**config.mk**
```make
export PLATFORM = sky130hd
export DESIGN_NAME = fractional_sample_interp_filter_flat
export DESIGN_NICKNAME = d
export VERILOG_FILES = /design/src/hw/rtl/fsif_pkg.sv /design/src/hw/rtl/fsif_if.sv /design/src/hw/rtl/fsif_lane.sv /design/src/hw/rtl/fsif_merge.sv /design/src/hw/rtl/fsif_post.sv /design/src/hw/rtl/fractional_sample_interp_filter.sv /design/src/flat_wrapper.sv
export SDC_FILE = /design/constraint.sdc
export NUM_CORES = 2
export LEC_CHECK = 0
export ABC_AREA = 1
export BUFFER_PORTS_ARGS = -buffer_cell sky130_fd_sc_hd__clkbuf_2
export CORE_UTILIZATION = 45
export DETAILED_ROUTE_END_ITERATION = 16
export SYNTH_ARGS = -nofsm -noshare
export SYNTH_HDL_FRONTEND = slang
export SYNTH_HIERARCHICAL = 1
export SYNTH_SLANG_ARGS = --single-unit
```
**constraint.sdc**
```tcl
create_clock -name clk -period 17.1 [get_ports clk]
set_clock_uncertainty 0.2 [all_clocks]
set_input_delay 3.42 -clock clk [delete_from_list [all_inputs] [get_ports clk]]
set_output_delay 3.42 -clock clk [all_outputs]
set_load 0.05 [all_outputs]
```
**src/hw/rtl/fsif_pkg.sv**
```systemverilog
// fsif_pkg: widths, field codes, kernel tables and the kernel lookup for the
// fractional sample interpolation filter. No dependencies.
`default_nettype none

package fsif_pkg;

  localparam int WIN_W       = 16;
  localparam int TAP_W       = 8;
  localparam int LANES       = 8;
  localparam int PROD_W      = WIN_W + TAP_W;
  localparam int SUM_W       = PROD_W + 3;
  localparam int FRAC_W      = 3;
  localparam int STAGE_W     = 2;
  localparam int OUT_W       = 16;
  localparam int DEPTH_W     = 4;
  localparam int MAX_W       = 12;
  localparam int FILTER_PREC = 6;
  localparam int DEPTH_MIN   = 8;
  localparam int DEPTH_MAX   = 12;
  localparam int CFG_DATA_W  = 32;
  localparam int CFG_ADDR_W  = 3;

  // stage codes: bit 0 first stage, bit 1 last stage
  localparam logic [STAGE_W-1:0] STAGE_MID   = 2'd0;
  localparam logic [STAGE_W-1:0] STAGE_FIRST = 2'd1;
  localparam logic [STAGE_W-1:0] STAGE_LAST  = 2'd2;
  localparam logic [STAGE_W-1:0] STAGE_BOTH  = 2'd3;

  // register index, taken from paddr[2]
  localparam logic REG_DEPTH = 1'b0;
  localparam logic REG_MAX   = 1'b1;

  typedef logic signed [TAP_W-1:0] tap_t;
  typedef tap_t [0:LANES-1]        taps_t;
  typedef tap_t [0:3]              tap4_t;
  typedef tap_t [0:1]              tap2_t;

  typedef struct packed {
    logic [STAGE_W-1:0] stage;
    logic               copy;
  } ctrl_t;

  localparam taps_t LUMA_LONG [4] = '{
    '{ 0, 0,   0, 64,  0,   0, 0,  0},
    '{-1, 4, -10, 57, 19,  -7, 3, -1},
    '{-1, 4, -11, 40, 40, -11, 4, -1},
    '{-1, 3,  -7, 19, 57, -10, 4, -1}
  };

  localparam tap4_t LUMA_SHORT [4] = '{
    '{ 0, 64,  0,  0},
    '{-4, 54, 16, -2},
    '{-4, 36, 36, -4},
    '{-2, 16, 54, -4}
  };

  localparam tap4_t CHROMA_LONG [8] = '{
    '{ 0, 64,  0,  0},
    '{-3, 60,  8, -1},
    '{-4, 54, 16, -2},
    '{-5, 46, 27, -4},
    '{-4, 36, 36, -4},
    '{-4, 27, 46, -5},
    '{-2, 16, 54, -4},
    '{-1,  8, 60, -3}
  };

  localparam tap2_t CHROMA_SHORT [8] = '{
    '{64,  0}, '{56,  8}, '{48, 16}, '{40, 24},
    '{32, 32}, '{24, 40}, '{16, 48}, '{ 8, 56}
  };

  // taps lined up with window positions -3..+4; phase 0 puts 64 on the center
  function automatic taps_t kernel_taps(input logic chroma, input logic shortk,
                                        input logic [FRAC_W-1:0] frac);
    taps_t      k;
    logic [1:0] lf;
    k  = '0;
    lf = frac[1:0];
    if (!chroma && !shortk) begin
      k = LUMA_LONG[lf];
    end else if (!chroma) begin
      for (int i = 0; i < 4; i++) k[2+i] = LUMA_SHORT[lf][i];
    end else if (!shortk) begin
      for (int i = 0; i < 4; i++) k[2+i] = CHROMA_LONG[frac][i];
    end else begin
      k[3] = CHROMA_SHORT[frac][0];
      k[4] = CHROMA_SHORT[frac][1];
    end
    return k;
  endfunction

endpackage

`default_nettype wire

```
**src/hw/rtl/fsif_if.sv**
```systemverilog
// fsif_in_if / fsif_out_if: valid-ready channels for window items and results.
// Depends on fsif_pkg for field widths.
`default_nettype none

interface fsif_in_if;
  logic                                valid;
  logic                                ready;
  logic signed [fsif_pkg::WIN_W-1:0]   win_m3;
  logic signed [fsif_pkg::WIN_W-1:0]   win_m2;
  logic signed [fsif_pkg::WIN_W-1:0]   win_m1;
  logic signed [fsif_pkg::WIN_W-1:0]   win_0;
  logic signed [fsif_pkg::WIN_W-1:0]   win_p1;
  logic signed [fsif_pkg::WIN_W-1:0]   win_p2;
  logic signed [fsif_pkg::WIN_W-1:0]   win_p3;
  logic signed [fsif_pkg::WIN_W-1:0]   win_p4;
  logic [fsif_pkg::FRAC_W-1:0]         frac;
  logic                                plane;
  logic                                short_filter;
  logic [fsif_pkg::STAGE_W-1:0]        stage;

  modport source (output valid, win_m3, win_m2, win_m1, win_0, win_p1, win_p2,
                  win_p3, win_p4, frac, plane, short_filter, stage, input ready);
  modport sink   (input valid, win_m3, win_m2, win_m1, win_0, win_p1, win_p2,
                  win_p3, win_p4, frac, plane, short_filter, stage, output ready);
endinterface

interface fsif_out_if;
  logic                              valid;
  logic                              ready;
  logic signed [fsif_pkg::OUT_W-1:0] result_sample;

  modport source (output valid, result_sample, input ready);
  modport sink   (input valid, result_sample, output ready);
endinterface

`default_nettype wire

```
**src/hw/rtl/fsif_lane.sv**
```systemverilog
// fsif_lane: one tap lane, registered product of a window sample and its tap.
// Depends on fsif_pkg.
`default_nettype none

module fsif_lane (
  input  wire logic                                 clk,
  input  wire logic                                 en,
  input  wire logic signed [fsif_pkg::WIN_W-1:0]    sample,
  input  wire fsif_pkg::tap_t                       tap,
  output      logic signed [fsif_pkg::PROD_W-1:0]   prod_r
);

  logic signed [fsif_pkg::PROD_W-1:0] prod_nxt;

  assign prod_nxt = fsif_pkg::PROD_W'(sample) * fsif_pkg::PROD_W'(tap);

  always_ff @(posedge clk) begin
    if (en) begin
      prod_r <= prod_nxt;
    end
  end

endmodule

`default_nettype wire

```
**src/hw/rtl/fsif_merge.sv**
```systemverilog
// fsif_merge: adds the lane products into the registered filter sum.
// Depends on fsif_pkg.
`default_nettype none

module fsif_merge (
  input  wire logic                                clk,
  input  wire logic                                en,
  input  wire logic signed [fsif_pkg::PROD_W-1:0]  prod [fsif_pkg::LANES],
  output      logic signed [fsif_pkg::SUM_W-1:0]   sum_r
);

  logic signed [fsif_pkg::SUM_W-1:0] pair [fsif_pkg::LANES/2];
  logic signed [fsif_pkg::SUM_W-1:0] sum_nxt;

  always_comb begin
    for (int i = 0; i < fsif_pkg::LANES/2; i++) begin
      pair[i] = fsif_pkg::SUM_W'(prod[2*i]) + fsif_pkg::SUM_W'(prod[2*i+1]);
    end
    sum_nxt = (pair[0] + pair[1]) + (pair[2] + pair[3]);
  end

  always_ff @(posedge clk) begin
    if (en) begin
      sum_r <= sum_nxt;
    end
  end

endmodule

`default_nettype wire

```
**src/hw/rtl/fsif_post.sv**
```systemverilog
// fsif_post: scaling, rounding, offset and clipping of the filter sum by stage,
// into the output register. Depends on fsif_pkg.
`default_nettype none

module fsif_post #(
  parameter int INTERNAL_PREC = 14
) (
  input  wire logic                                 clk,
  input  wire logic                                 en,
  input  wire logic signed [fsif_pkg::SUM_W-1:0]    sum,
  input  wire fsif_pkg::ctrl_t                      ctrl,
  input  wire logic [fsif_pkg::DEPTH_W-1:0]         depth,
  input  wire logic [fsif_pkg::MAX_W-1:0]           max_smp,
  output      logic signed [fsif_pkg::OUT_W-1:0]    result_r
);

  localparam int FP   = fsif_pkg::FILTER_PREC;
  localparam int HMAX = INTERNAL_PREC - fsif_pkg::DEPTH_MIN;
  localparam int HW   = $clog2(HMAX + 1);
  localparam int SHW  = $clog2(FP + HMAX + 1);
  localparam int FW   = fsif_pkg::SUM_W + HMAX;
  localparam int LW   = ((fsif_pkg::SUM_W > INTERNAL_PREC + FP) ?
                         fsif_pkg::SUM_W : INTERNAL_PREC + FP) + 2;
  localparam logic [fsif_pkg::OUT_W-1:0] OFFS16 =
    fsif_pkg::OUT_W'(1) << (INTERNAL_PREC - 1);

  logic [fsif_pkg::DEPTH_W-1:0]      d_sat;
  logic [HW-1:0]                     h;
  logic [SHW-1:0]                    sh;
  logic signed [FW-1:0]              f_scaled;
  logic signed [FW-1:0]              f_shift;
  logic [fsif_pkg::OUT_W-1:0]        first_val;
  logic [fsif_pkg::OUT_W-1:0]        mid_val;
  logic signed [LW-1:0]              rnd;
  logic signed [LW-1:0]              acc;
  logic signed [LW-1:0]              lv;
  logic signed [LW-1:0]              max_ext;
  logic [fsif_pkg::OUT_W-1:0]        clip_val;
  logic signed [fsif_pkg::OUT_W-1:0] result_nxt;

  always_comb begin
    if (depth < fsif_pkg::DEPTH_W'(fsif_pkg::DEPTH_MIN)) begin
      d_sat = fsif_pkg::DEPTH_W'(fsif_pkg::DEPTH_MIN);
    end else if (depth > fsif_pkg::DEPTH_W'(fsif_pkg::DEPTH_MAX)) begin
      d_sat = fsif_pkg::DEPTH_W'(fsif_pkg::DEPTH_MAX);
    end else begin
      d_sat = depth;
    end
    h = HW'(INTERNAL_PREC - int'(d_sat));

    mid_val = sum[FP +: fsif_pkg::OUT_W];

    // first stage: floor(sum * 2^h / 2^FP) covers both shift directions
    f_scaled  = FW'(sum);
    f_shift   = (f_scaled <<< h) >>> FP;
    first_val = f_shift[fsif_pkg::OUT_W-1:0] - OFFS16;

    // last stage: round, remove the intermediate offset (not for first-and-last), shift back
    if (ctrl.stage == fsif_pkg::STAGE_BOTH) begin
      rnd = LW'(1) << (FP - 1);
      sh  = SHW'(FP);
    end else begin
      rnd = (LW'(1) << (FP - 1 + int'(h))) + (LW'(1) << (INTERNAL_PREC - 1 + FP));
      sh  = SHW'(FP) + SHW'(h);
    end
    acc     = LW'(sum) + rnd;
    lv      = acc >>> sh;
    max_ext = $signed({{(LW - fsif_pkg::MAX_W){1'b0}}, max_smp});
    if (lv < 0) begin
      clip_val = '0;
    end else if (lv > max_ext) begin
      clip_val = fsif_pkg::OUT_W'(max_smp);
    end else begin
      clip_val = lv[fsif_pkg::OUT_W-1:0];
    end

    case (ctrl.stage)
      fsif_pkg::STAGE_MID:   result_nxt = mid_val;
      fsif_pkg::STAGE_FIRST: result_nxt = first_val;
      fsif_pkg::STAGE_LAST:  result_nxt = clip_val;
      default:               result_nxt = ctrl.copy ? mid_val : clip_val;
    endcase
  end

  always_ff @(posedge clk) begin
    if (en) begin
      result_r <= result_nxt;
    end
  end

endmodule

`default_nettype wire

```
**src/hw/rtl/fractional_sample_interp_filter.sv**
```systemverilog
// Fractional sample interpolation filter: eight-sample window, one result item
// per input item. Depends on fsif_pkg, fsif_if, fsif_lane, fsif_merge, fsif_post.
//
// Takes one window item per clock while the output is not stalled and returns
// one filtered sample per item: eight multiplier lanes form tap products in
// the lane registers, an adder tree sums them in the sum register, and the
// post stage scales, rounds and clips by stage into the output register. Every
// stage holds its item independently, so a stalled output does not keep empty
// stages from filling; with a ready sink the rate is one item per cycle. Phase 0
// runs through the same lanes with a single center tap of 64. Configuration
// is a two-register APB port (bit depth at 0x0, clip maximum at 0x4) and is
// to be written only while no items are in flight.
`default_nettype none

module fractional_sample_interp_filter #(
  parameter int INTERNAL_PREC = 14
) (
  input  wire logic                                clk,
  input  wire logic                                rst_n,
  fsif_in_if.sink                                  in_ch,
  fsif_out_if.source                               out_ch,
  input  wire logic                                psel,
  input  wire logic                                penable,
  input  wire logic                                pwrite,
  input  wire logic [fsif_pkg::CFG_ADDR_W-1:0]     paddr,
  input  wire logic [fsif_pkg::CFG_DATA_W-1:0]     pwdata,
  output      logic [fsif_pkg::CFG_DATA_W-1:0]     prdata,
  output      logic                                pready
);

  logic [fsif_pkg::DEPTH_W-1:0] depth_r, depth_nxt;
  logic [fsif_pkg::MAX_W-1:0]   max_r, max_nxt;
  logic                         reg_idx;
  logic                         cfg_wr;

  logic v1_r, v1_nxt, v2_r, v2_nxt, v3_r, v3_nxt;
  logic en1, en2, en3;
  fsif_pkg::ctrl_t ctrl_in, ctrl1_r, ctrl2_r;
  fsif_pkg::taps_t taps;

  logic signed [fsif_pkg::WIN_W-1:0]  win  [fsif_pkg::LANES];
  logic signed [fsif_pkg::PROD_W-1:0] prod [fsif_pkg::LANES];
  logic signed [fsif_pkg::SUM_W-1:0]  sum;
  logic signed [fsif_pkg::OUT_W-1:0]  result;

  // configuration port
  assign pready  = 1'b1;
  assign reg_idx = paddr[2];
  assign cfg_wr  = psel && penable && pwrite && pready;

  always_comb begin
    depth_nxt = depth_r;
    max_nxt   = max_r;
    if (cfg_wr) begin
      unique case (reg_idx)
        fsif_pkg::REG_DEPTH: depth_nxt = pwdata[fsif_pkg::DEPTH_W-1:0];
        fsif_pkg::REG_MAX:   max_nxt   = pwdata[fsif_pkg::MAX_W-1:0];
        default:             ;
      endcase
    end
  end

  always_comb begin
    unique case (reg_idx)
      fsif_pkg::REG_DEPTH:
        prdata = fsif_pkg::CFG_DATA_W'(depth_r);
      fsif_pkg::REG_MAX:
        prdata = fsif_pkg::CFG_DATA_W'(max_r);
      default:
        prdata = '0;
    endcase
  end

  always_ff @(posedge clk) begin
    if (!rst_n) begin
      depth_r <= fsif_pkg::DEPTH_W'(8);
      max_r   <= fsif_pkg::MAX_W'(255);
    end else begin
      depth_r <= depth_nxt;
      max_r   <= max_nxt;
    end
  end

  // pipeline flow: a stage moves when it is empty or the next one moves
  assign en3          = !v3_r || out_ch.ready;
  assign en2          = !v2_r || en3;
  assign en1          = !v1_r || en2;
  assign in_ch.ready  = en1;
  assign out_ch.valid = v3_r;

  assign v1_nxt = en1 ? in_ch.valid : v1_r;
  assign v2_nxt = en2 ? v1_r : v2_r;
  assign v3_nxt = en3 ? v2_r : v3_r;

  always_ff @(posedge clk) begin
    if (!rst_n) begin
      v1_r <= 1'b0;
      v2_r <= 1'b0;
      v3_r <= 1'b0;
    end else begin
      v1_r <= v1_nxt;
      v2_r <= v2_nxt;
      v3_r <= v3_nxt;
    end
  end

  always_comb begin
    ctrl_in.stage = in_ch.stage;
    ctrl_in.copy  = in_ch.plane ? (in_ch.frac == '0) : (in_ch.frac[1:0] == 2'b00);
    taps          = fsif_pkg::kernel_taps(in_ch.plane, in_ch.short_filter, in_ch.frac);
    win[0] = in_ch.win_m3;
    win[1] = in_ch.win_m2;
    win[2] = in_ch.win_m1;
    win[3] = in_ch.win_0;
    win[4] = in_ch.win_p1;
    win[5] = in_ch.win_p2;
    win[6] = in_ch.win_p3;
    win[7] = in_ch.win_p4;
  end

  always_ff @(posedge clk) begin
    if (en1) begin
      ctrl1_r <= ctrl_in;
    end
    if (en2) begin
      ctrl2_r <= ctrl1_r;
    end
  end

  for (genvar g = 0; g < fsif_pkg::LANES; g++) begin : g_lane
    fsif_lane u_lane (
      .clk    (clk),
      .en     (en1),
      .sample (win[g]),
      .tap    (taps[g]),
      .prod_r (prod[g])
    );
  end

  fsif_merge u_merge (
    .clk   (clk),
    .en    (en2),
    .prod  (prod),
    .sum_r (sum)
  );

  fsif_post #(
    .INTERNAL_PREC (INTERNAL_PREC)
  ) u_post (
    .clk      (clk),
    .en       (en3),
    .sum      (sum),
    .ctrl     (ctrl2_r),
    .depth    (depth_r),
    .max_smp  (max_r),
    .result_r (result)
  );

  assign out_ch.result_sample = result;

  // a ready sink never holds back the source
  a_ready_flow: assert property (@(posedge clk) disable iff (!rst_n)
    out_ch.ready |-> in_ch.ready)
    else $error("input stalled while output sink is ready");

  a_accept_lane: assert property (@(posedge clk) disable iff (!rst_n)
    (in_ch.valid && in_ch.ready) |=> v1_r)
    else $error("accepted item missing from lane stage");

  a_out_source: assert property (@(posedge clk) disable iff (!rst_n)
    $rose(v3_r) |-> $past(v2_r))
    else $error("result appeared without an item in the sum stage");

  a_stall_hold: assert property (@(posedge clk) disable iff (!rst_n)
    (v3_r && !out_ch.ready && v2_r) |=> (v2_r && v3_r))
    else $error("item lost during output stall");

endmodule

`default_nettype wire
```
**src/flat_wrapper.sv**
```systemverilog
// flat-port wrapper written by rule: the top's interface ports become plain ports
module fractional_sample_interp_filter_flat 
#(
  parameter int INTERNAL_PREC = 14
)
  (clk, rst_n, psel, penable, pwrite, paddr, pwdata, prdata, pready, in_ch_valid, in_ch_win_m3, in_ch_win_m2, in_ch_win_m1, in_ch_win_0, in_ch_win_p1, in_ch_win_p2, in_ch_win_p3, in_ch_win_p4, in_ch_frac, in_ch_plane, in_ch_short_filter, in_ch_stage, in_ch_ready, out_ch_valid, out_ch_result_sample, out_ch_ready);
  fsif_in_if in_ch_i ();
  fsif_out_if out_ch_i ();
  input  wire logic clk;
  input  wire logic rst_n;
  input  wire logic psel;
  input  wire logic penable;
  input  wire logic pwrite;
  input  wire logic [fsif_pkg::CFG_ADDR_W-1:0] paddr;
  input  wire logic [fsif_pkg::CFG_DATA_W-1:0] pwdata;
  output      logic [fsif_pkg::CFG_DATA_W-1:0] prdata;
  output      logic pready;
  input wire logic [$bits(in_ch_i.valid)-1:0] in_ch_valid;
  input wire logic [$bits(in_ch_i.win_m3)-1:0] in_ch_win_m3;
  input wire logic [$bits(in_ch_i.win_m2)-1:0] in_ch_win_m2;
  input wire logic [$bits(in_ch_i.win_m1)-1:0] in_ch_win_m1;
  input wire logic [$bits(in_ch_i.win_0)-1:0] in_ch_win_0;
  input wire logic [$bits(in_ch_i.win_p1)-1:0] in_ch_win_p1;
  input wire logic [$bits(in_ch_i.win_p2)-1:0] in_ch_win_p2;
  input wire logic [$bits(in_ch_i.win_p3)-1:0] in_ch_win_p3;
  input wire logic [$bits(in_ch_i.win_p4)-1:0] in_ch_win_p4;
  input wire logic [$bits(in_ch_i.frac)-1:0] in_ch_frac;
  input wire logic [$bits(in_ch_i.plane)-1:0] in_ch_plane;
  input wire logic [$bits(in_ch_i.short_filter)-1:0] in_ch_short_filter;
  input wire logic [$bits(in_ch_i.stage)-1:0] in_ch_stage;
  output wire logic [$bits(in_ch_i.ready)-1:0] in_ch_ready;
  output wire logic [$bits(out_ch_i.valid)-1:0] out_ch_valid;
  output wire logic [$bits(out_ch_i.result_sample)-1:0] out_ch_result_sample;
  input wire logic [$bits(out_ch_i.ready)-1:0] out_ch_ready;
  assign in_ch_i.valid = in_ch_valid;
  assign in_ch_i.win_m3 = in_ch_win_m3;
  assign in_ch_i.win_m2 = in_ch_win_m2;
  assign in_ch_i.win_m1 = in_ch_win_m1;
  assign in_ch_i.win_0 = in_ch_win_0;
  assign in_ch_i.win_p1 = in_ch_win_p1;
  assign in_ch_i.win_p2 = in_ch_win_p2;
  assign in_ch_i.win_p3 = in_ch_win_p3;
  assign in_ch_i.win_p4 = in_ch_win_p4;
  assign in_ch_i.frac = in_ch_frac;
  assign in_ch_i.plane = in_ch_plane;
  assign in_ch_i.short_filter = in_ch_short_filter;
  assign in_ch_i.stage = in_ch_stage;
  assign in_ch_ready = in_ch_i.ready;
  assign out_ch_valid = out_ch_i.valid;
  assign out_ch_result_sample = out_ch_i.result_sample;
  assign out_ch_i.ready = out_ch_ready;
  fractional_sample_interp_filter #(.INTERNAL_PREC(INTERNAL_PREC)) u_core (.clk(clk), .rst_n(rst_n), .in_ch(in_ch_i), .out_ch(out_ch_i), .psel(psel), .penable(penable), .pwrite(pwrite), .paddr(paddr), .pwdata(pwdata), .prdata(prdata), .pready(pready));
endmodule
```
### After elaboration in Yosys (flattened, before gate mapping)

Memories as Yosys holds them, arrays and structs flattened.
Index checks and enable logic that the tools add are counted.

* word-level logic and storage cells: 100
* memories: 2
* register bits: 260
* bits in read-only memories: 384

Memories
* (name not given): depth 8, width 32, read ports 1, clocked after memory_dff 0, write ports 0, RTL line fsif_pkg.sv:85 `for (int i = 0; i < 4; i++) k[2+i] = CHROMA_LONG[frac][i];`
* (name not given): depth 8, width 16, read ports 1, clocked after memory_dff 0, write ports 0, RTL line fsif_pkg.sv:87 `k[3] = CHROMA_SHORT[frac][0];`

* multiply operators: 8
* shift operators: 3
* muxes and demuxes: 27
* add/subtract/negate cells: 13
* reduce and logical (&&, ||, !) cells: 16
* bitwise logic cells: 3
* order comparisons: 6
* equality and inequality tests: 3

Operators with widths (count)
* $mul 16x8->24: 8
* $mux 32: 6
* $bmux 64 s2: 1
* $mux 16: 8
* $mux 64: 2
* $add 24x24->25: 4
* $bmux 32 s2: 1
* $pmux 32 s2: 1
* $add 25x25->26: 2
* $pmux 16 s3: 1
* $add 27x29->29: 1
* $add 29x21->29 const B: 1
* $gt 29x13->1: 1
* $lt 29x1->1 const B: 1
* $mux 29: 1
* $shl 1x4->29 const A: 1
* $sshr 29x4->29: 1
* $add 26x26->27: 1
* $sshl 27x3->22: 1
* $mux 8: 2
* $sub 16x14->16 const B: 1
* $add 3x3->4 const A: 2
* $mux 3: 2
* $logic_not 1->1: 5
* other kinds (17): 24

### Logic depth before layout (Yosys ltp)

* depth in word-level cells: 15
* depth in mapped cells: 51

### By module

Netlist, hierarchy kept.

By module, submodules not included
* fsif_lane (u_core.g_lane[4].u_lane ...): sequential area each 720.7 um^2, cells each 782, area each 5878.1 um^2, times used 3
* fsif_lane (u_core.g_lane[1].u_lane ...): sequential area each 720.7 um^2, cells each 793, area each 5910.7 um^2, times used 2
* fsif_merge: sequential area each 810.8 um^2, cells each 842, area each 6665.1 um^2, times used 1
* fsif_lane (u_core.g_lane[0].u_lane): sequential area each 720.7 um^2, cells each 830, area each 5988.2 um^2, times used 1
* fsif_lane (u_core.g_lane[3].u_lane): sequential area each 720.7 um^2, cells each 817, area each 5988.2 um^2, times used 1
* fsif_lane (u_core.g_lane[7].u_lane): sequential area each 720.7 um^2, cells each 806, area each 5972.0 um^2, times used 1
* fsif_post: sequential area each 480.5 um^2, cells each 1086, area each 5555.3 um^2, times used 1
* fractional_sample_interp_filter: sequential area each 560.5 um^2, cells each 256, area each 1629.1 um^2, times used 1

### Worst setup path after synthesis

OpenSTA, ideal clock, no wires.

* path kind: input to output
* start: in out_ch_ready
* end: out in_ch_ready
* setup slack: 4.284 ns
* data required time: 13.480 ns
* arrival time: 9.196 ns
* stages: 2
* path through: inv_1 nand4_1

* longest elaborated chain between the ends: 3

RTL lines
* start: declaration: RTL line flat_wrapper.sv:34 `input wire logic [$bits(out_ch_i.ready)-1:0] out_ch_ready;`
* $logic_or 1x1->1: RTL line fractional_sample_interp_filter.sv:85 `assign en3 = !v3_r || out_ch.ready;`
* $logic_or 1x1->1: RTL line fractional_sample_interp_filter.sv:86 `assign en2 = !v2_r || en3;`
* $logic_or 1x1->1: RTL line fractional_sample_interp_filter.sv:87 `assign en1 = !v1_r || en2;`
* end: declaration: RTL line flat_wrapper.sv:31 `output wire logic [$bits(in_ch_i.ready)-1:0] in_ch_ready;`

No other way between the ends.

==> results.md <==
* Async S/R FF share, synth at 0%
* Final Max Slew Viols at 0
* Fin. Hold Viols at 0
* Via-to-Cell Ratio at 4.71
* Most frequent cells in the layout: inv_1, nand2_1, fa_1
* FF-to-FF Start: u_core/depth_r[2]$_SDFFE_PN0P_
* First-pass GRT wire length at 251000 µm
* Post-Syn Instances at 8569
* Grt ovf at 0
* Max Cap Violations at 0
* Clk buf depth at 3
* Arrival time at the worst endpoint at 9.85 ns
* CP required at 17.22 ns
* Syn Area/Cell at 7.15 µm²
* Least-Margin Pin Slew at 0.972 ns
* Initial DRT Pass Iterations at 5
* CTS Sinks at 260
* Largest net degree at the start of global routing at 94
* Startpoint types: input pin
* Post-route ant nets at 0
* Sequential-to-total area share from yosys stat at 12.4%
* Num rows at 135
* Clock Tree Root: clkbuf_16
* H-tree levels at 1
* Run status: completed
* Synth Flop Type: edfxtp_1
* HPWL Detailed at 132000 µm
* Final setup vio count at 0
* Post-synth EDFFs at 241
* Port bufs at 184
* Worst-path clk slew at 0.06 ns
* Core Area at 135000 µm²
* Placed insts at 10.3k
* Critical path class: in2reg
* Post-CTS Repair Setup Buffers at 0
* Setup crit start: in_ch_frac[0]
* RSZ-0062 raised after global routing: false
* Initial antenna violation count at 4
* CTS tree: yes
* Vias after detailed routing at 48.6k
* Cell Area, Synth at 61300 µm²
* Commonest non-fill, non-tap cell in the layout: inv_1
* Area growth syn-to-layout at 5.14%
* Yosys cell types at 52
* Number of buffers created by CTS at 29
* # IOs at 228
* Vias in the first global route at 48.8k
* WL final at 152000 µm
* Slew HR at 35.2%
* Ranking of synthesized cells by area: fa_1, inv_1, nand2_1
* Hold Crit Class: reg2reg
* Starting Density at 45.3%
* Gr usage total at 22.7%
* Synth top area share at 31.8%
* Max Fclk at 103 MHz
* CP endpoint kind: register
* Utilization after layout at 47.6%
* Crit share post-route at 56.9%
* Critical path peak fanout at 51
* Worst-Skew Late Latency at 0.59 ns
* Layout cell share with drive strength beyond 1 at 6.32%
* Hold path startpoint: u_core/ctrl1_r[1]$_DFFE_PP_
* Gpl congestion at 0.967
* DIE AREA at 138000 µm²
* Fin cells at 10.3k
* Final net count at 10.1k
* Synth Register Bits at 260
* CTS Hold Bufs at 0
* Die height at 371 µm
* DRT iter0 DRCs at 2663
* Cts repair resizes at 0
* TNS Setup at 0 ns
* Synthesis Warnings at 6
* DRC at 0
* Synth area leader: fa_1
* Period minus WS final at 9.73 ns
* Routed len/inst at 14.8 µm
* DIE WIDTH at 371 µm
==> path summary, 6_finish.rpt <==
path,endpoint,slack (ns),depth (start not counted)
max,u_core/g_lane[5].u_lane/prod_r[23]$_DFFE_PP_,7.37,25
min,u_core/ctrl2_r[1]$_DFFE_PP_,0.22,0
max reg2reg,u_core/u_post/result_r[2]$_DFFE_PP_,8.42,48
min reg2reg,u_core/ctrl2_r[1]$_DFFE_PP_,0.22,0
==> worst max-delay path, stage by stage <==
cell      delay [ns]
clkbuf_2        0.16
inv_1           0.08
ha_1            0.25
or2_2           0.34
nand2_4         0.43
buf_4           0.57
nand2_1         0.14
nand2_1         0.69
nand2_1         0.24
fa_1            0.64
inv_1           0.13
fa_1            0.52
inv_1           0.05
fa_1            0.50
inv_1           0.05
fa_1            0.45
ha_1            0.38
inv_1           0.10
nor3_2          0.20
and2_4          0.19
nand3_2         0.06
inv_1           0.06
nor2_1          0.04
nand2_1         0.04
nand2_1         0.07
==> state kept, by name, summed over array words and instances (netlist names) <==
register                     count
u_core/v1_r                      1
u_core/u_post/result_r          16
u_core/v2_r                      1
u_core/u_merge/sum_r            27
u_core/ctrl2_r                   3
u_core/max_r                    12
u_core/g_lane.u_lane/prod_r    192
u_core/out_ch.valid              1
u_core/ctrl1_r                   3
u_core/depth_r                   4
==> Yosys cell counts (2+ instances only) <==
cell and number:
xnor2_1 43, a21oi_1 158, fa_1 972, clkbuf_1 265
xor2_1 68, nand2_1 2354, nor2_1 398, nor3_2 6
nor2_4 19, nand4_1 51, a21oi_2 19, conb_1 2
a21boi_2 2, buf_4 24, dfxtp_1 19, o211ai_1 11
nor3_4 4, nor2_2 49, mux2i_1 2, nand3b_1 11
nor4_1 3, nand2_4 3, o21bai_1 14, o21ai_1 6
nand2_2 70, nor3_1 11, nand3_2 42, buf_1 11
inv_2 35, and2_4 6, o21a_1 2, edfxtp_1 241
clkinv_1 2, and2_1 7, clkbuf_2 5, buf_2 11
o21ai_0 119, ha_1 428, inv_1 2669, nand3_1 374
or2_2 19, buf_6 2, o221ai_1 3
==> through the flow <==
step                      hold slack, ns  setup WS, ns  instance area (µm²)
after floorplan                    0.200          4.28                61400
after global placement             0.218          6.75                63400
after detailed placement           0.207          6.72                63400
after CTS                          0.220          7.33                64400
after global routing               0.226          6.97                64400
final                              0.217          7.37                64400
==> area by class of cell <==
type	instances	area [µm²]
Fill cell	13700	70900
Multi-Input combinational cell	5317	42300
Inverter	2706	10200
Sequential cell	260	7620
Tap cell	1781	2230
Timing Repair Buffer	213	1140
Clock buffer	37	776
Clock inverter	17	171
Antenna cell	3	7.51
==> kinds of logic (layout without fill, tap and decap cells) <==
kind of cell    Yosys count  after routing  synth area share [%]
mux                       2              2                0.0327
buf+inv                3024           2973                  18.7
fa+ha+maj              1400           1400                  40.5
xor+xnor                111            111                  1.59
flops                   260            260                  12.4
simple gates           3429           3429                  23.6
other cells               2             37                0.0123
compound gates          341            341                  3.09
==> routing by layer <==
layer | track usage, % | vias to the layer above | part of all wire (%)
met5 | 0 | - | 0.0072
met4 | 3.91 | 2 | 1.9
met3 | 1.64 | 155 | 3.8
met2 | 40.9 | 943 | 50
met1 | 30.2 | 23200 | 44
li1 | - | 24300 | -
Power is left out: the tool's default activity adds up to more than one toggle a clock period on the data nets, which glitch-free logic cannot reach.
